[config.mk]
export PLATFORM = sky130hd
export DESIGN_NAME = scanline_block_pixelate_core
export DESIGN_NICKNAME = d
export VERILOG_FILES = /design/src/design/sbp_pkg.sv /design/src/design/sbp_ram.sv /design/src/design/sbp_fifo.sv /design/src/design/sbp_front.sv /design/src/design/sbp_back.sv /design/src/design/scanline_block_pixelate_core.sv
export SDC_FILE = /design/constraint.sdc
export NUM_CORES = 1
export LEC_CHECK = 0
export ABC_AREA = 0
export ABC_CLOCK_PERIOD_IN_PS = 17400
export BUFFER_PORTS_ARGS = -buffer_cell sky130_fd_sc_hd__buf_2
export CAP_MARGIN = 10
export CORE_MARGIN = 8
export CORE_UTILIZATION = 41
export DETAILED_ROUTE_END_ITERATION = 8
export PLACE_DENSITY = 0.57
export SYNTH_ARGS = -nofsm -noshare
export SYNTH_HDL_FRONTEND = slang
export SYNTH_SLANG_ARGS = --single-unit
[constraint.sdc]
create_clock -name clk_i -period 17.4 [get_ports clk_i]
set_input_delay 3.48 -clock clk_i [delete_from_list [all_inputs] [get_ports clk_i]]
set_output_delay 3.48 -clock clk_i [all_outputs]
set_load 0.02 [all_outputs]
[src/design/sbp_pkg.sv]
// Shared types and constants for the scanline block pixelation core.
`timescale 1ns / 1ps
`default_nettype none

package sbp_pkg;

  localparam int unsigned PIX_W  = 16;
  localparam int unsigned CNT_W  = 5;   // holds a block length of 1..16
  localparam int unsigned RSUM_W = 9;
  localparam int unsigned GSUM_W = 10;
  localparam int unsigned BSUM_W = 9;
  localparam int unsigned DVD_W  = 10;  // common dividend width of the three dividers
  localparam int unsigned STEP_W = 4;
  localparam int unsigned WGT_W  = 9;
  localparam int unsigned BSZ_W  = 5;
  localparam int unsigned CFG_AW = 2;
  localparam int unsigned CFG_DW = 9;
  localparam int unsigned MAX_SIZE = 16;

  localparam logic [STEP_W-1:0] DIV_LAST_STEP = STEP_W'(DVD_W - 1);
  localparam logic [WGT_W-1:0]  WGT_FULL      = 9'd256;

  localparam logic [CFG_AW-1:0] CFG_ENABLE = 2'd0;
  localparam logic [CFG_AW-1:0] CFG_BSIZE  = 2'd1;
  localparam logic [CFG_AW-1:0] CFG_WEIGHT = 2'd2;

  // One closed block handed from the front to the back.
  typedef struct packed {
    logic              bank;
    logic [CNT_W-1:0]  cnt;
    logic [RSUM_W-1:0] red_sum;
    logic [GSUM_W-1:0] grn_sum;
    logic [BSUM_W-1:0] blu_sum;
    logic              line_end;
  } desc_t;

  typedef enum logic [2:0] {
    ST_IDLE = 3'b001,
    ST_DIV  = 3'b010,
    ST_EMIT = 3'b100
  } back_state_e;

endpackage

`default_nettype wire

[src/design/sbp_ram.sv]
// Generic single-write, single-read RAM with registered read data.
`timescale 1ns / 1ps
`default_nettype none

module sbp_ram #(
  parameter int unsigned WIDTH = 16,
  parameter int unsigned DEPTH = 32
) (
  input  wire                      clk_i,
  input  wire                      we_i,
  input  wire  [$clog2(DEPTH)-1:0] waddr_i,
  input  wire  [WIDTH-1:0]         wdata_i,
  input  wire                      re_i,
  input  wire  [$clog2(DEPTH)-1:0] raddr_i,
  output logic [WIDTH-1:0]         rdata_o
);

  logic [WIDTH-1:0] mem_q [DEPTH];

  always_ff @(posedge clk_i) begin
    if (we_i) begin
      mem_q[waddr_i] <= wdata_i;
    end
    if (re_i) begin
      rdata_o <= mem_q[raddr_i];
    end
  end

endmodule

`default_nettype wire

[src/design/sbp_fifo.sv]
// Small FIFO that carries closed-block descriptors from front to back.
`timescale 1ns / 1ps
`default_nettype none

module sbp_fifo #(
  parameter int unsigned WIDTH = 8,
  parameter int unsigned DEPTH = 2
) (
  input  wire              clk_i,
  input  wire              rst_ni,
  input  wire              push_i,
  input  wire  [WIDTH-1:0] wdata_i,
  input  wire              pop_i,
  output logic [WIDTH-1:0] rdata_o,
  output logic             empty_o,
  output logic             full_o
);

  localparam int unsigned PW = (DEPTH > 1) ? $clog2(DEPTH) : 1;
  localparam int unsigned CW = $clog2(DEPTH + 1);

  logic [WIDTH-1:0] buf_q [DEPTH];
  logic [PW-1:0]    wptr_q, wptr_d, rptr_q, rptr_d;
  logic [CW-1:0]    cnt_q, cnt_d;

  assign empty_o = (cnt_q == '0);
  assign full_o  = (cnt_q == CW'(DEPTH));
  assign rdata_o = buf_q[rptr_q];

  always_comb begin
    wptr_d = wptr_q;
    rptr_d = rptr_q;
    cnt_d  = cnt_q;
    if (push_i) begin
      wptr_d = (wptr_q == PW'(DEPTH - 1)) ? '0 : wptr_q + 1'b1;
    end
    if (pop_i) begin
      rptr_d = (rptr_q == PW'(DEPTH - 1)) ? '0 : rptr_q + 1'b1;
    end
    if (push_i && !pop_i) begin
      cnt_d = cnt_q + 1'b1;
    end else if (pop_i && !push_i) begin
      cnt_d = cnt_q - 1'b1;
    end
  end

  always_ff @(posedge clk_i or negedge rst_ni) begin
    if (!rst_ni) begin
      wptr_q <= '0;
      rptr_q <= '0;
      cnt_q  <= '0;
    end else begin
      wptr_q <= wptr_d;
      rptr_q <= rptr_d;
      cnt_q  <= cnt_d;
    end
  end

  always_ff @(posedge clk_i) begin
    if (push_i) begin
      buf_q[wptr_q] <= wdata_i;
    end
  end

  a_no_overflow: assert property (@(posedge clk_i) disable iff (!rst_ni)
    push_i |-> (!full_o || pop_i))
    else $error("descriptor FIFO overflow");

  a_no_underflow: assert property (@(posedge clk_i) disable iff (!rst_ni)
    pop_i |-> !empty_o)
    else $error("descriptor FIFO underflow");

endmodule

`default_nettype wire

[src/design/sbp_front.sv]
// Front end: takes pixels, stores them per block, sums channels, closes blocks.
`timescale 1ns / 1ps
`default_nettype none

module sbp_front
  import sbp_pkg::*;
#(
  parameter int unsigned BLK = 16,
  parameter int unsigned IW  = 4
) (
  input  wire               clk_i,
  input  wire               rst_ni,
  input  wire               in_valid_i,
  output logic              in_ready_o,
  input  wire  [PIX_W-1:0]  pixel_i,
  input  wire               line_end_i,
  input  wire               bank_free_i,
  input  wire               enable_i,
  input  wire  [BSZ_W-1:0]  block_size_i,
  output logic              wr_en_o,
  output logic [IW:0]       wr_addr_o,
  output logic [PIX_W-1:0]  wr_data_o,
  output logic              push_o,
  output desc_t             desc_o
);

  logic [CNT_W-1:0]  fill_q, fill_d;
  logic [RSUM_W-1:0] rsum_q, rsum_d;
  logic [GSUM_W-1:0] gsum_q, gsum_d;
  logic [BSUM_W-1:0] bsum_q, bsum_d;
  logic              bank_q, bank_d;

  logic              accept;
  logic              close;
  logic [CNT_W-1:0]  cnt_inc;
  logic [CNT_W-1:0]  eff;
  logic [RSUM_W-1:0] rtot;
  logic [GSUM_W-1:0] gtot;
  logic [BSUM_W-1:0] btot;

  assign in_ready_o = bank_free_i;
  assign accept     = in_valid_i && bank_free_i;

  assign wr_en_o   = accept;
  assign wr_addr_o = {bank_q, fill_q[IW-1:0]};
  assign wr_data_o = pixel_i;

  always_comb begin
    if (block_size_i < BSZ_W'(2)) begin
      eff = CNT_W'(2);
    end else if (block_size_i > BSZ_W'(BLK)) begin
      eff = CNT_W'(BLK);
    end else begin
      eff = block_size_i;
    end

    cnt_inc = fill_q + 1'b1;
    rtot    = rsum_q + RSUM_W'(pixel_i[15:11]);
    gtot    = gsum_q + GSUM_W'(pixel_i[10:5]);
    btot    = bsum_q + BSUM_W'(pixel_i[4:0]);
    close   = !enable_i || line_end_i || (cnt_inc >= eff);

    desc_o.bank     = bank_q;
    desc_o.cnt      = cnt_inc;
    desc_o.red_sum  = rtot;
    desc_o.grn_sum  = gtot;
    desc_o.blu_sum  = btot;
    desc_o.line_end = line_end_i;
    push_o          = accept && close;

    fill_d = fill_q;
    rsum_d = rsum_q;
    gsum_d = gsum_q;
    bsum_d = bsum_q;
    bank_d = bank_q;
    if (accept) begin
      if (close) begin
        fill_d = '0;
        rsum_d = '0;
        gsum_d = '0;
        bsum_d = '0;
        bank_d = !bank_q;
      end else begin
        fill_d = cnt_inc;
        rsum_d = rtot;
        gsum_d = gtot;
        bsum_d = btot;
      end
    end
  end

  always_ff @(posedge clk_i or negedge rst_ni) begin
    if (!rst_ni) begin
      fill_q <= '0;
      rsum_q <= '0;
      gsum_q <= '0;
      bsum_q <= '0;
      bank_q <= 1'b0;
    end else begin
      fill_q <= fill_d;
      rsum_q <= rsum_d;
      gsum_q <= gsum_d;
      bsum_q <= bsum_d;
      bank_q <= bank_d;
    end
  end

  a_fill_in_block: assert property (@(posedge clk_i) disable iff (!rst_ni)
    fill_q < CNT_W'(BLK))
    else $error("open block holds a full block without closing");

endmodule

`default_nettype wire

[src/design/sbp_back.sv]
// Back end: divides block sums into means, then reads out and blends each pixel.
`timescale 1ns / 1ps
`default_nettype none

module sbp_back
  import sbp_pkg::*;
#(
  parameter int unsigned IW = 4
) (
  input  wire               clk_i,
  input  wire               rst_ni,
  input  wire               desc_valid_i,
  input  desc_t             desc_i,
  output logic              pop_o,
  input  wire               enable_i,
  input  wire  [WGT_W-1:0]  weight_i,
  output logic              rd_en_o,
  output logic [IW:0]       rd_addr_o,
  input  wire  [PIX_W-1:0]  rd_data_i,
  output logic              out_valid_o,
  input  wire               out_ready_i,
  output logic [PIX_W-1:0]  out_pixel_o,
  output logic              out_run_last_o,
  output logic              out_line_last_o,
  output logic              done_o
);

  back_state_e       state_q, state_d;
  logic [CNT_W-1:0]  cnt_q, cnt_d;
  logic              bank_q, bank_d;
  logic              lend_q, lend_d;
  logic [DVD_W-1:0]  dr_q, dr_d, dg_q, dg_d, db_q, db_d;
  logic [CNT_W-1:0]  rr_q, rr_d, rg_q, rg_d, rb_q, rb_d;
  logic [STEP_W-1:0] step_q, step_d;
  logic [CNT_W-1:0]  rd_idx_q, rd_idx_d;
  logic [CNT_W-1:0]  ld_idx_q, ld_idx_d;
  logic              rd_vld_q, rd_vld_d;
  logic              ov_q, ov_d;
  logic [PIX_W-1:0]  opix_q, opix_d;
  logic              orun_q, orun_d;
  logic              oline_q, oline_d;

  logic              ld_last;
  logic [WGT_W-1:0]  wgt;
  logic [PIX_W-1:0]  blended;

  // One restoring-division step: shift in the next dividend bit, subtract if it fits.
  function automatic logic [CNT_W+DVD_W-1:0] div_step(
    input logic [CNT_W-1:0] rem,
    input logic [DVD_W-1:0] dvd,
    input logic [CNT_W-1:0] den
  );
    logic [CNT_W:0] sh;
    logic           ge;
    logic [CNT_W:0] nr;
    sh = {rem, dvd[DVD_W-1]};
    ge = (sh >= {1'b0, den});
    nr = ge ? (sh - {1'b0, den}) : sh;
    return {nr[CNT_W-1:0], dvd[DVD_W-2:0], ge};
  endfunction

  // (orig*(256-w) + avg*w) >> 8 on one channel of up to 6 bits.
  function automatic logic [5:0] mix(
    input logic [5:0]       orig,
    input logic [5:0]       avg,
    input logic [WGT_W-1:0] w
  );
    logic [WGT_W-1:0] winv;
    logic [15:0]      acc;
    winv = WGT_FULL - w;
    acc  = 16'(orig) * 16'(winv) + 16'(avg) * 16'(w);
    return acc[13:8];
  endfunction

  assign wgt = (weight_i > WGT_FULL) ? WGT_FULL : weight_i;

  always_comb begin
    logic [5:0] mr, mg, mb;
    mr = mix({1'b0, rd_data_i[15:11]}, {1'b0, dr_q[4:0]}, wgt);
    mg = mix(rd_data_i[10:5], dg_q[5:0], wgt);
    mb = mix({1'b0, rd_data_i[4:0]}, {1'b0, db_q[4:0]}, wgt);
    if (enable_i) begin
      blended = {mr[4:0], mg, mb[4:0]};
    end else begin
      blended = rd_data_i;
    end
  end

  assign ld_last = rd_vld_q && (ld_idx_q == cnt_q - 1'b1);

  always_comb begin
    state_d  = state_q;
    cnt_d    = cnt_q;
    bank_d   = bank_q;
    lend_d   = lend_q;
    dr_d     = dr_q;
    dg_d     = dg_q;
    db_d     = db_q;
    rr_d     = rr_q;
    rg_d     = rg_q;
    rb_d     = rb_q;
    step_d   = step_q;
    rd_idx_d = rd_idx_q;
    ld_idx_d = ld_idx_q;
    rd_vld_d = 1'b0;
    ov_d     = ov_q && !out_ready_i;
    opix_d   = opix_q;
    orun_d   = orun_q;
    oline_d  = oline_q;
    pop_o    = 1'b0;
    rd_en_o  = 1'b0;
    done_o   = 1'b0;

    unique case (state_q)
      ST_IDLE: begin
        if (desc_valid_i) begin
          pop_o   = 1'b1;
          cnt_d   = desc_i.cnt;
          bank_d  = desc_i.bank;
          lend_d  = desc_i.line_end;
          dr_d    = DVD_W'(desc_i.red_sum);
          dg_d    = desc_i.grn_sum;
          db_d    = DVD_W'(desc_i.blu_sum);
          rr_d    = '0;
          rg_d    = '0;
          rb_d    = '0;
          step_d  = '0;
          state_d = ST_DIV;
        end
      end
      ST_DIV: begin
        {rr_d, dr_d} = div_step(rr_q, dr_q, cnt_q);
        {rg_d, dg_d} = div_step(rg_q, dg_q, cnt_q);
        {rb_d, db_d} = div_step(rb_q, db_q, cnt_q);
        step_d = step_q + 1'b1;
        if (step_q == DIV_LAST_STEP) begin
          rd_idx_d = '0;
          state_d  = ST_EMIT;
        end
      end
      ST_EMIT: begin
        // A read goes out only when the output register is sure to be empty next cycle.
        if (!rd_vld_q && (rd_idx_q != cnt_q) && (!ov_q || out_ready_i)) begin
          rd_en_o  = 1'b1;
          rd_vld_d = 1'b1;
          ld_idx_d = rd_idx_q;
          rd_idx_d = rd_idx_q + 1'b1;
        end
        if (rd_vld_q) begin
          ov_d    = 1'b1;
          opix_d  = blended;
          orun_d  = ld_last;
          oline_d = ld_last && lend_q;
          if (ld_last) begin
            done_o  = 1'b1;
            state_d = ST_IDLE;
          end
        end
      end
      default: begin
        state_d = ST_IDLE;
      end
    endcase
  end

  assign rd_addr_o       = {bank_q, rd_idx_q[IW-1:0]};
  assign out_valid_o     = ov_q;
  assign out_pixel_o     = opix_q;
  assign out_run_last_o  = orun_q;
  assign out_line_last_o = oline_q;

  always_ff @(posedge clk_i or negedge rst_ni) begin
    if (!rst_ni) begin
      state_q  <= ST_IDLE;
      rd_vld_q <= 1'b0;
      ov_q     <= 1'b0;
      step_q   <= '0;
      rd_idx_q <= '0;
      ld_idx_q <= '0;
      cnt_q    <= '0;
    end else begin
      state_q  <= state_d;
      rd_vld_q <= rd_vld_d;
      ov_q     <= ov_d;
      step_q   <= step_d;
      rd_idx_q <= rd_idx_d;
      ld_idx_q <= ld_idx_d;
      cnt_q    <= cnt_d;
    end
  end

  always_ff @(posedge clk_i) begin
    bank_q  <= bank_d;
    lend_q  <= lend_d;
    dr_q    <= dr_d;
    dg_q    <= dg_d;
    db_q    <= db_d;
    rr_q    <= rr_d;
    rg_q    <= rg_d;
    rb_q    <= rb_d;
    opix_q  <= opix_d;
    orun_q  <= orun_d;
    oline_q <= oline_d;
  end

  a_load_slot_free: assert property (@(posedge clk_i) disable iff (!rst_ni)
    rd_vld_q |-> !ov_q)
    else $error("read data arrives while output register is occupied");

  a_stall_holds: assert property (@(posedge clk_i) disable iff (!rst_ni)
    (ov_q && !out_ready_i) |=> (ov_q && $stable(opix_q)))
    else $error("stalled result changed");

endmodule

`default_nettype wire

[src/design/scanline_block_pixelate_core.sv]
// Top level of the scanline block pixelation core: config registers and glue.
//
// Usage:
//   Pixels (RGB565) enter on the s_axis channel, tlast marking the last pixel
//   of a scanline. Pixels are grouped into horizontal blocks of block_size
//   (clamped to 2..16); a block also closes on tlast or when the effect is off.
//   Each closed block is emitted on m_axis in order, every pixel replaced by
//   or blended toward the block mean; tuser flags the last pixel of a block,
//   tlast the last pixel of a scanline.
//   Input: one pixel per cycle while a block buffer is free. Two banks of
//   block storage let the next block fill while the previous one drains.
//   Output: a closed block first runs through the bit-serial mean divider,
//   then each pixel passes a registered RAM read, then the output register;
//   a pixel is read only once the previous one has reached the output register.
//   Reset: enable 1, block_size 3, blend_weight 230; no partial block, empty
//   queue. The block memory needs no clearing.
//   Receiver stall: the output register holds its pixel; the back end pauses,
//   and the front end keeps taking pixels until both banks are occupied.
//   Config writes are always ready and should only be issued while idle.
`timescale 1ns / 1ps
`default_nettype none

module scanline_block_pixelate_core
  import sbp_pkg::*;
#(
  parameter int unsigned MAX_BLOCK = 16
) (
  input  wire               clk_i,
  input  wire               rst_ni,
  // configuration write channel
  input  wire               cfg_valid_i,
  output logic              cfg_ready_o,
  input  wire  [CFG_AW-1:0] cfg_addr_i,
  input  wire  [CFG_DW-1:0] cfg_data_i,
  // pixel input
  input  wire               s_axis_tvalid_i,
  output logic              s_axis_tready_o,
  input  wire  [PIX_W-1:0]  s_axis_tdata_i,   // [15:0] pixel_in
  input  wire               s_axis_tlast_i,   // line_end
  // pixel output
  output logic              m_axis_tvalid_o,
  input  wire               m_axis_tready_i,
  output logic [PIX_W-1:0]  m_axis_tdata_o,   // [15:0] pixel_out
  output logic              m_axis_tuser_o,   // [0] run_last
  output logic              m_axis_tlast_o    // line_last
);

  localparam int unsigned BLK       = (MAX_BLOCK < MAX_SIZE) ? MAX_BLOCK : MAX_SIZE;
  localparam int unsigned IW        = $clog2(BLK);
  localparam int unsigned RAM_DEPTH = 1 << (IW + 1);

  logic             enable_q;
  logic [BSZ_W-1:0] bsize_q;
  logic [WGT_W-1:0] weight_q;
  logic [1:0]       pend_q, pend_d;   // closed blocks not yet fully read out

  logic             wr_en, rd_en;
  logic [IW:0]      wr_addr, rd_addr;
  logic [PIX_W-1:0] wr_data, rd_data;
  logic             push, pop, done;
  logic             q_empty, q_full;
  desc_t            push_desc, pop_desc;

  assign cfg_ready_o = 1'b1;

  always_ff @(posedge clk_i or negedge rst_ni) begin
    if (!rst_ni) begin
      enable_q <= 1'b1;
      bsize_q  <= 5'd3;
      weight_q <= 9'd230;
    end else if (cfg_valid_i) begin
      unique case (cfg_addr_i)
        CFG_ENABLE: enable_q <= cfg_data_i[0];
        CFG_BSIZE:  bsize_q  <= cfg_data_i[BSZ_W-1:0];
        CFG_WEIGHT: weight_q <= cfg_data_i;
        default:    ;
      endcase
    end
  end

  always_comb begin
    pend_d = pend_q;
    if (push && !done) begin
      pend_d = pend_q + 1'b1;
    end else if (done && !push) begin
      pend_d = pend_q - 1'b1;
    end
  end

  always_ff @(posedge clk_i or negedge rst_ni) begin
    if (!rst_ni) begin
      pend_q <= '0;
    end else begin
      pend_q <= pend_d;
    end
  end

  sbp_front #(
    .BLK (BLK),
    .IW  (IW)
  ) u_front (
    .clk_i        (clk_i),
    .rst_ni       (rst_ni),
    .in_valid_i   (s_axis_tvalid_i),
    .in_ready_o   (s_axis_tready_o),
    .pixel_i      (s_axis_tdata_i),
    .line_end_i   (s_axis_tlast_i),
    .bank_free_i  (pend_q < 2'd2),
    .enable_i     (enable_q),
    .block_size_i (bsize_q),
    .wr_en_o      (wr_en),
    .wr_addr_o    (wr_addr),
    .wr_data_o    (wr_data),
    .push_o       (push),
    .desc_o       (push_desc)
  );

  sbp_fifo #(
    .WIDTH ($bits(desc_t)),
    .DEPTH (2)
  ) u_fifo (
    .clk_i   (clk_i),
    .rst_ni  (rst_ni),
    .push_i  (push),
    .wdata_i (push_desc),
    .pop_i   (pop),
    .rdata_o (pop_desc),
    .empty_o (q_empty),
    .full_o  (q_full)
  );

  sbp_ram #(
    .WIDTH (PIX_W),
    .DEPTH (RAM_DEPTH)
  ) u_ram (
    .clk_i   (clk_i),
    .we_i    (wr_en),
    .waddr_i (wr_addr),
    .wdata_i (wr_data),
    .re_i    (rd_en),
    .raddr_i (rd_addr),
    .rdata_o (rd_data)
  );

  sbp_back #(
    .IW (IW)
  ) u_back (
    .clk_i           (clk_i),
    .rst_ni          (rst_ni),
    .desc_valid_i    (!q_empty),
    .desc_i          (pop_desc),
    .pop_o           (pop),
    .enable_i        (enable_q),
    .weight_i        (weight_q),
    .rd_en_o         (rd_en),
    .rd_addr_o       (rd_addr),
    .rd_data_i       (rd_data),
    .out_valid_o     (m_axis_tvalid_o),
    .out_ready_i     (m_axis_tready_i),
    .out_pixel_o     (m_axis_tdata_o),
    .out_run_last_o  (m_axis_tuser_o),
    .out_line_last_o (m_axis_tlast_o),
    .done_o          (done)
  );

  a_pend_bounded: assert property (@(posedge clk_i) disable iff (!rst_ni)
    (pend_q != 2'd3) && !(q_full && pend_q < 2'd2))
    else $error("pending block count out of step with queue");

endmodule

`default_nettype wire
**After elaboration in Yosys (flattened, before gate mapping)**

Memories as Yosys holds them, arrays and structs flattened. A register that Yosys moved wholly into a read port is not among the register bits.
Index checks and enable logic that the tools add are counted.
Widths: inputs -> output; s select.

- Add/sub/neg operators: 20
- Order comparisons: 8
- Multiplexer cells: 50
- Bitwise logic cells: 1
- Reduce and logical (&&, ||, !) cells: 38
- $mul: 6
- Eq/ne operators: 13

Operator list:

| kind | number |
|---|---|
| $pmux 10 s2 | 3 |
| $mul 5x9->13 | 4 |
| $mux 5 | 9 |
| $mux 10 | 4 |
| $pmux 5 s2 | 4 |
| $mul 6x9->14 | 2 |
| $mux 9 | 3 |
| $add 13x13->13 | 2 |
| $add 9x5->9 | 2 |
| $ge 6x5->1 | 3 |
| $mux 16 | 1 |
| $reduce_and 2->1 | 8 |
| $mux 1 | 15 |
| $sub 5x5->5 | 3 |
| $add 14x14->14 | 1 |
| $mux 3 | 4 |
| $logic_and 1x1->1 | 11 |
| $add 10x6->10 | 1 |
| $add 5x1->5 const B | 2 |
| $gt 9x9->1 const B | 1 |
| $pmux 3 s3 | 1 |
| $sub 9x9->9 const A | 1 |
| $logic_not 1->1 | 8 |
| $mux 2 | 4 |
| other kinds (27) | 39 |

- Memories kept: 2
- Word-level logic and storage cells: 168
- Bits in writable memories: 582
- Register bits after elaboration: 144

Memories:

| memory | words | bits a word | read ports | clocked after Yosys merged registers in | write ports | line | text |
|---|---|---|---|---|---|---|---|
| u_ram.mem_q | 32 | 16 | 1 | 1 | 1 | sbp_ram.sv:18 | `logic [WIDTH-1:0] mem_q [DEPTH];` |
| u_fifo.buf_q | 2 | 35 | 1 | 0 | 1 | sbp_fifo.sv:22 | `logic [WIDTH-1:0] buf_q [DEPTH];` |

**Logic depth before layout (Yosys ltp)**

Gate-level depths: netlist of run 1.

- Depth after elaboration: 10
- Mapped depth: 28
- Mapped depth without buffers: 25

**By module**

A second synthesis of run 1 with hierarchy kept.

- Cells, all modules: 2967
- Area, all modules: 39703.1 µm²

Modules (own cells, without submodules):

| module | times used | area each (µm²) | cells each | sequential area each (µm²) |
|---|---|---|---|---|
| sbp_ram | 1 | 20694.8 | 1143 | 15855.2 |
| sbp_back | 1 | 12961.2 | 1398 | 2553.7 |
| sbp_fifo | 1 | 2862.7 | 125 | 2202.1 |
| sbp_front | 1 | 2467.4 | 256 | 850.8 |
| scanline_block_pixelate_core | 1 | 716.9 | 45 | 435.4 |

**Worst setup path after synthesis of run 1**

Ideal clock, no wire load.

- Kind: input port to flip-flop
- Start point: input s_axis_tvalid_i
- End point: memory u_fifo.buf_q[0][0] (netlist name) (enable)
- Data arrival time: 6453 ps
- Slack: 10476 ps
- Stages: 4
- Library setup time: 471 ps
- Required time: 16929 ps
- Cells stage by stage: nand2_1 > clkbuf_1 > clkbuf_1 > nor3_1

- Cells in the longest elaborated chain, start to end: 4

RTL lines:

| what | line | text |
|---|---|---|
| from (decl) | scanline_block_pixelate_core.sv:36 | `input wire s_axis_tvalid_i,` |
| $logic_and 1x1->1 | sbp_front.sv:42 | `assign accept = in_valid_i && bank_free_i;` |
| $logic_and 1x1->1 | sbp_front.sv:69 | `push_o = accept && close;` |
| $mux 1 | sbp_fifo.sv:60 | `if (push_i) begin` |
| $mux 1 (implied by the code) | sbp_fifo.sv:61 | `buf_q[wptr_q] <= wdata_i;` |
| to (decl) | sbp_fifo.sv:22 |  |

Every way passes these cells.

**Final worst setup path of run 1**

- Start point: register weight_q[8]
- End point: register u_back.opix_q[3] (netlist: u_back.out_pixel_o[3]) (data pin)

- Cells in the longest elaborated chain, start to end: 6

RTL lines:

| what | line | text |
|---|---|---|
| from (decl) | scanline_block_pixelate_core.sv:54 | `logic [WGT_W-1:0] weight_q;` |
| from (signal assigned) | scanline_block_pixelate_core.sv:75 | `CFG_WEIGHT: weight_q <= cfg_data_i;` |
| $gt 9x9->1 | sbp_back.sv:75 | `assign wgt = (weight_i > WGT_FULL) ? WGT_FULL : weight_i;` |
| $mux 9 * | sbp_back.sv:75 |  |
| $sub 9x9->9 | sbp_back.sv:70 | `winv = WGT_FULL - w;` |
| $mul 5x9->13 | sbp_back.sv:71 | `acc = 16'(orig) * 16'(winv) + 16'(avg) * 16'(w);` |
| $add 13x13->13 * | sbp_back.sv:71 |  |
| $mux 16 * | sbp_back.sv:82 | `if (enable_i) begin` |
| named net u_back.blended[3] | sbp_back.sv:45 | `logic [PIX_W-1:0] blended;` |
| to (signal assigned) | sbp_back.sv:201 | `opix_q <= opix_d;` |
| to (decl) | sbp_back.sv:39 | `logic [PIX_W-1:0] opix_q, opix_d;` |

Mark *: on every way through the listed nets, which the timed path passes. The rest lies on a longest branch.
A chain may end at the register's enable or synchronous reset.

==> flow_summary_export.csv, run 1 <==
group,metric,value,unit
placed_design,portBuffers,52,
timing,drv_slew,0,
floorplanning,die_width,322.5,um
synthesis,synth-edff-count,663,
timing,finalSetupTns,0,ns
timing,slew_headroom,0.2566,
placed_design,hpwl,57770,um
synthesis,synth_cells,2603,
setup_path,crit_path_max_fanout,28,
final_layout,drive_above_1_share,0.1777,
setup_path,endpoint,"u_back.out_pixel_o[3]",
drt,viasPerCell,5.234,
floorplanning,die_h,322.5,um
timing,fin_crit,7.281,ns
global_route,grt_max_degree,111,
clock_network,cts_tree,"yes",
setup_path,rr_worst_depth,22,
power_and_ir_drop,ir_worst_vdd,375.9,uV
hold_path,hp-class,"reg2reg",
synthesis,synth.top_cells.by_count,"edfxtp_1, inv_1, nand2_1",
setup_path,arrival,7.64,ns
setup_path,crit_type,"reg2reg",
timing,setup_viol,0,
placed_design,dp_cells,3848,
setup_path,end_kind,"flip-flop",
synthesis,yosys_warnings,0,
synthesis,syn_area_per_cell,14.80,um2
setup_path,reg2reg_to,"u_back.out_pixel_o[3]",
run_status,status,"finished, final reports clean",
clock_network,clk_pin_slew,0.06,ns
drt,wire_per_inst,22.25,um
power_and_ir_drop,p_leak,0.01641,uW
timing,worst_pin_slew,1.115,ns
floorplanning,core,0.09319,mm2
drt,route.detailed.drc,0,
clock_network,h-tree-depth,3,
final_layout,syn2layout_area_growth,11.96,%
power_and_ir_drop,p_per_area,201.6,mW/mm2
global_route,track_usage,0.1730,
final_layout,finalNetCount,3052,
clock_network,clock_latency,0.63,ns
timing,hold_violations,0,
clock_network,post_cts_buffers,0,
global_route,grt-ovfl-total,0,
synthesis,synth_top_area_cell,"edfxtp_1",
floorplanning,ios,54,
drt,drt_pre_antenna_iters,5,
floorplanning,initial_utilization,0.4133,
setup_path,crit_required,17.76,ns
setup_path,startpoint_type,"flip-flop",
global_route,grt_pass1_wl,136400,um
clock_network,hold_buffers,0,
placed_design,gp_congestion,0.7983,
timing,fmaxAchievable,137.3,MHz
synthesis,synth.most_common_cell,"edfxtp_1",
drt,drt-total-wl,89040,um
synthesis,yosysUniqueCellTypes,60,
clock_network,cts_buffer_depth,3,
clock_network,cts_made_buffers,83,
drt,vias,20950,
setup_path,cp-startpoint,"weight_q[8]",
run,maxCapViolCount,0,
timing,final.period_utilization,0.4185,
clock_network,cts_resized,0,
floorplanning,rows,112,
synthesis,ys.flop_type,"edfxtp_1",
synthesis,synth.area.top_cells,"edfxtp_1, fa_1, mux4_2",
final_layout,final_util,0.4627,
synthesis,seq_area_frac_synth,0.5686,
timing,rsz0062_at_grt,"no",
synthesis,syn-num-nets,2976,
setup_path,r2r_start,"weight_q[8]",
global_route,grt_pass1_vias,22430,
synthesis,synth.top_cell.area_share,0.5169,
global_route,antenna_found_initial,6,
synthesis,syn-cell-area,0.03851,mm2
timing,fin_skew,0.03122,ns
final_layout,fin_cells,4002,
clock_network,cts-root-buf,"clkbuf_16",
clock_network,cts.sinks,742,
synthesis,ys_async_sr_fraction,0.1065,
setup_path,reg2reg_slack,10.12,ns
drt,drt_first_iter_violations,1473,
drt,ant_nets,0,
floorplanning,die-area,0.1040,mm2
synthesis,synth-seq-cells,742,
[worst min-delay path by stage]
stage | start | to | slack [ns] | depth (start not counted)
2_1_floorplan | u_front.bank_q | u_fifo.buf_q[0][34] | 0.44 | 0
3_3_place_gp | u_fifo.cnt_q[1] | u_fifo.cnt_q[1] | 0.46 | 1
3_5_place_dp | u_fifo.cnt_q[1] | u_fifo.cnt_q[1] | 0.46 | 1
4_1_cts | u_fifo.cnt_q[1] | u_fifo.cnt_q[1] | 0.47 | 1
5_1_grt | u_fifo.cnt_q[1] | u_fifo.cnt_q[1] | 0.51 | 1
6_report | u_fifo.cnt_q[1] | u_fifo.cnt_q[1] | 0.47 | 1
[power by group]
part	internal (uW)	leakage (uW)	switching (uW)	total (uW)
registers	2240	0.00703	164	2410
logic	2030	0.00806	2530	4560
clock network	1010	0.00132	719	1730
[final cells by class]
class / count / area, um2
diodes: 2 / 5.005
clock buffers: 112 / 2266
clock inverters: 40 / 441.7
fillers: 8171 / 50070
inverters: 264 / 991.0
multi-input cells: 1473 / 15190
flip-flops and latches: 742 / 21910
well taps: 1254 / 1569
repair buffers: 115 / 748.2
[per-layer routing]
layer  GRT usage  routed length (um)  vias up
met4     0.04181                1836        8
li1            -                   -     9415
met2      0.3074               45610      440
met5           0                  51        -
met3     0.02813                3970      129
met1      0.2213               37570    10950
[flip-flops by register name (all words and copies together) (netlist names), 9 cells and up]
name,flops
u_front.rsum_q,9
u_back.dg_q,10
u_front.bsum_q,9
u_ram.mem_q,512
u_ram.rdata_o,16
u_back.dr_q,10
weight_q,9
u_front.gsum_q,10
u_fifo.buf_q,70
u_back.out_pixel_o,16
u_back.db_q,10
[metrics by stage]
step / setup WS [ns] / total power (uW) / hold WS, ns / area [um2]
floorplan: 10.48 / 5904 / 0.4402 / 38510
global placement: 10.27 / 6886 / 0.4600 / 40410
global route: 9.819 / 9514 / 0.5066 / 43110
finish: 10.12 / 8695 / 0.4679 / 43120
CTS: 10.12 / 8790 / 0.4731 / 43110
detailed placement: 10.15 / 7009 / 0.4623 / 40410
[cell usage in the layout, fill, tap and decap left out, drive strengths merged, types with 6 or more instances in the layout]
cell type	instances
a211oi	13
nand3b	11
mux2i	35
nor2	95
a22o	16
nor3	12
and2	136
edfxtp	663
nand2b	9
bufinv	6
mux2	44
nand3	18
xnor2	55
o31ai	6
ha	141
mux4	160
a21o	18
dfstp	9
clkbuf	112
buf	115
dfrtp	70
and3	6
fa	199
nand2	258
inv	269
o21a	8
clkinv	27
a21oi	44
xor2	27
o21ai	80
nor2b	34
[critical path: stages (launching register included)]
cell	delay, ns
dfrtp_1	0.52
nor2b_2	0.07
buf_4	0.23
or3_4	0.40
or3_4	0.42
xor2_1	0.52
buf_4	0.31
nand2_1	0.10
fa_1	0.55
inv_1	0.05
fa_1	0.48
fa_1	0.50
fa_1	0.49
inv_1	0.05
fa_1	0.47
inv_1	0.05
ha_1	0.28
a2111oi_0	0.41
a32oi_1	0.25
a31o_2	0.33
a21oi_1	0.19
xnor2_1	0.09
mux2_2	0.26
[kinds of logic (layout without fill, tap and decap cells)]
group	count (synthesis)	in the layout	share of synthesized area
flip-flops	742	742	0.5686
AND/OR/NAND/NOR	604	604	0.07576
buffers and inverters	388	531	0.03895
adder cells (fa/ha/maj)	340	340	0.1492
multiplexers	239	239	0.1155
AO/OA/AOI/OAI	207	207	0.03320
XOR/XNOR	82	82	0.01865
other	1	3	0.00009737
Note: power is estimated with default switching activity, not from simulation.
==> inputs of run 2 (changes only) <==
- ABC_AREA: 0 -> 1
- ABC_CLOCK_PERIOD_IN_PS: 17400 -> 6530
- PLACE_DENSITY: 0.57 -> 0.59
- clock period: 17.4 -> 6.53 ns (I/O delays scaled with it)
==> run 2 against run 1 <==
  * Critical path depth grew 5
  * Global-route usage rose by 2.0 points
  * Combinational power grew to 2.8 times the previous value
  * Hold slack gained 0.0094 ns
  * Register-to-register slack lost 9.7 ns
  * Utilization fell by 0.59 points
  * Die area is 2.5% higher
  * Sequential cell count unchanged
  * First-iteration DRC count increased by 71%
  * Critical path type unchanged
  * Critical endpoint is now u_back.out_pixel_o[9]
  * Largest cell class unchanged
  * Highest routed layer is now met4
==> flow_summary_export.csv, run 2 <==
group,metric,value,unit
timing,fin_skew,0.02861,ns
synthesis,seq_area_frac_synth,0.5539,
final_layout,num-fill-cells,9018,
setup_path,reg2reg_slack,0.39,ns
synthesis,synth-edff-count,663,
synthesis,synth-seq-cells,742,
synthesis,yosysUniqueCellTypes,47,
synthesis,ys_async_sr_fraction,0.1065,
setup_path,cp-startpoint,"weight_q[8]",
clock_network,cts_resized,0,
global_route,grt_pass1_vias,26170,
synthesis,syn-cell-area,0.03953,mm2
final_layout,final_util,0.4568,
synthesis,synth.top_cells.by_count,"edfxtp_1, nand2_1, nor2_1",
clock_network,cts_tree,"yes",
setup_path,reg2reg_to,"u_back.out_pixel_o[9]",
power_and_ir_drop,p_per_area,534.3,mW/mm2
clock_network,cts-root-buf,"clkbuf_16",
clock_network,clock_latency,0.65,ns
timing,slew_headroom,0.2495,
global_route,grt_max_degree,124,
timing,worst_pin_slew,1.123,ns
timing,fmaxAchievable,162.9,MHz
global_route,grt-ovfl-total,0,
synthesis,synth.most_common_cell,"edfxtp_1",
setup_path,r2r_start,"weight_q[8]",
placed_design,dpl_worst_slack,0.4229,ns
final_layout,fin_area,0.04391,mm2
synthesis,synth_cells,3759,
synthesis,yosys_warnings,0,
timing,hold_ws,0.4773,ns
placed_design,hpwl,67140,um
clock_network,cts_made_buffers,80,
hold_path,hp-class,"reg2reg",
power_and_ir_drop,p_leak,0.01782,uW
clock_network,h-tree-depth,3,
run_status,status,"finished, final reports clean",
clock_network,cts_buffer_depth,3,
synthesis,synth.area.top_cells,"edfxtp_1, fa_1, nand2_1",
drt,vias,27170,
clock_network,cts.sinks,742,
final_layout,drive_above_1_share,0.07245,
setup_path,crit_path_max_fanout,13,
final_layout,finalNetCount,4173,
setup_path,startpoint_type,"flip-flop",
drt,route.detailed.drc,0,
drt,viasPerCell,5.283,
timing,hold_violations,0,
drt,drt_first_iter_violations,2512,
drt,ant_nets,0,
drt,wl_met3,6493,um
setup_path,crit_type,"reg2reg",
timing,setup_viol,0,
power_and_ir_drop,ir_worst_vdd,691.6,uV
global_route,antenna_found_initial,1,
setup_path,crit_required,6.90,ns
clock_network,clk_pin_slew,0.06,ns
floorplanning,die-area,0.1066,mm2
floorplanning,die_h,326.5,um
synthesis,synth.top_cell.area_share,0.5036,
placed_design,portBuffers,52,
floorplanning,ios,54,
placed_design,gp_congestion,0.8554,
timing,drv_slew,0,
setup_path,arrival,6.51,ns
placed_design,place_area,0.04134,mm2
floorplanning,rows,114,
setup_path,end_kind,"flip-flop",
drt,wire_per_inst,20.36,um
floorplanning,die_width,326.5,um
timing,finalWorstSetupSlack,0.3921,ns
run,maxCapViolCount,0,
timing,finalSetupTns,0,ns
synthesis,syn_area_per_cell,10.52,um2
drt,wl_met1,45590,um
global_route,grt_pass1_wl,159300,um
floorplanning,initial_utilization,0.4112,
synthesis,syn-num-nets,4132,
final_layout,largest_register,"u_ram.mem_q",
final_layout,syn2layout_area_growth,11.09,%
timing,final.period_utilization,0.9400,
setup_path,endpoint,"u_back.out_pixel_o[9]",
global_route,track_usage,0.1926,
final_layout,final_common_cell,"edfxtp_1",
clock_network,post_cts_buffers,0,
final_layout,largestRegisters,"u_ram.mem_q: 512 flops, u_fifo.buf_q: 70 flops",
final_layout,largest_register_ffs,512,
drt,wl_met2,48780,um
drt,drt_pre_antenna_iters,5,
timing,fin_crit,6.138,ns
synthesis,synth_top_area_cell,"edfxtp_1",
drt,highest_layer,"met4",
final_layout,final_cell_mix,"edfxtp_1, nand2_1, nor2_1, inv_1, o21ai_0",
clock_network,hold_buffers,0,
drt,drt-total-wl,104700,um
setup_path,rr_worst_depth,27,
floorplanning,core,0.09614,mm2
synthesis,ys.flop_type,"edfxtp_1",
timing,rsz0062_at_grt,"no",
-- run 2: area by class of cell --
class	instances	area, um2	share of cell area
timing repair buffer	132	875.8	0.01994
tap	1276	1597	0.03636
multi-input combinational	2415	15350	0.3495
clock inverter	37	367.9	0.008377
sequential	742	21910	0.4988
clock buffer	110	2197	0.05003
inverter	429	1623	0.03695
antenna	1	2.502	0.00005698
-- run 2: worst min-delay path by stage --
| stage | startpoint | to | cells after the start |
|---|---|---|---|
| after global placement | u_fifo.cnt_q[0] | u_fifo.cnt_q[0] | 1 |
| after floorplan | u_fifo.cnt_q[0] | u_fifo.cnt_q[0] | 1 |
| final | u_fifo.cnt_q[0] | u_fifo.cnt_q[0] | 1 |
| after global routing | u_fifo.cnt_q[0] | u_fifo.cnt_q[0] | 1 |
| after CTS | u_fifo.cnt_q[0] | u_fifo.cnt_q[0] | 1 |
| after detailed placement | u_front.rsum_q[0] | u_front.rsum_q[0] | 2 |
-- run 2: kinds of logic after synthesis --
kind of cell | share of synthesized area
xor gates and xnor gates | 0.01329
adders and majority gates | 0.1454
other | 0.00009486
AOI/OAI and AO/OA | 0.08752
muxes | 0.0005697
and+or+nand+nor | 0.1407
buffers and inverters | 0.05849
DFF | 0.5539
-- run 2: where the power goes --
part	internal, uW	switching, uW
sequential	5910	496
clock	2540	1910
combinational	4580	8030
-- run 2: stage by stage --
step,instances,total power [uW]
after floorplan,3759,15750
final,5142,23460
after global routing,5142,25710
after global placement,4994,18950
after detailed placement,4994,19090
after CTS,5141,23620
-- run 2: critical path, cell delays in order, from the launching register on --
cell and delay, ns:
dfrtp_1 0.44, inv_2 0.16, nand2_2 0.10, buf_4 0.21
nand3_1 0.12, nor2_1 0.13, inv_2 0.07, nor2_4 0.10
inv_2 0.06, nand2_1 0.16, clkinvlp_4 0.26, buf_4 0.24
nand2_1 0.08, fa_1 0.45, fa_1 0.51, inv_1 0.05
fa_1 0.49, fa_1 0.49, inv_1 0.05, fa_1 0.47
inv_1 0.04, ha_1 0.34, a21oi_1 0.28, nor2_1 0.07
a211oi_1 0.25, nand3_1 0.11, nand3_1 0.09, nand2_1 0.06
-- run 2: routing by layer --
layer | vias to the layer above | track usage
met5 | - | 0
met4 | 0 | 0.07083
met3 | 184 | 0.03095
met2 | 846 | 0.3084
met1 | 13430 | 0.2645
li1 | 12710 | -
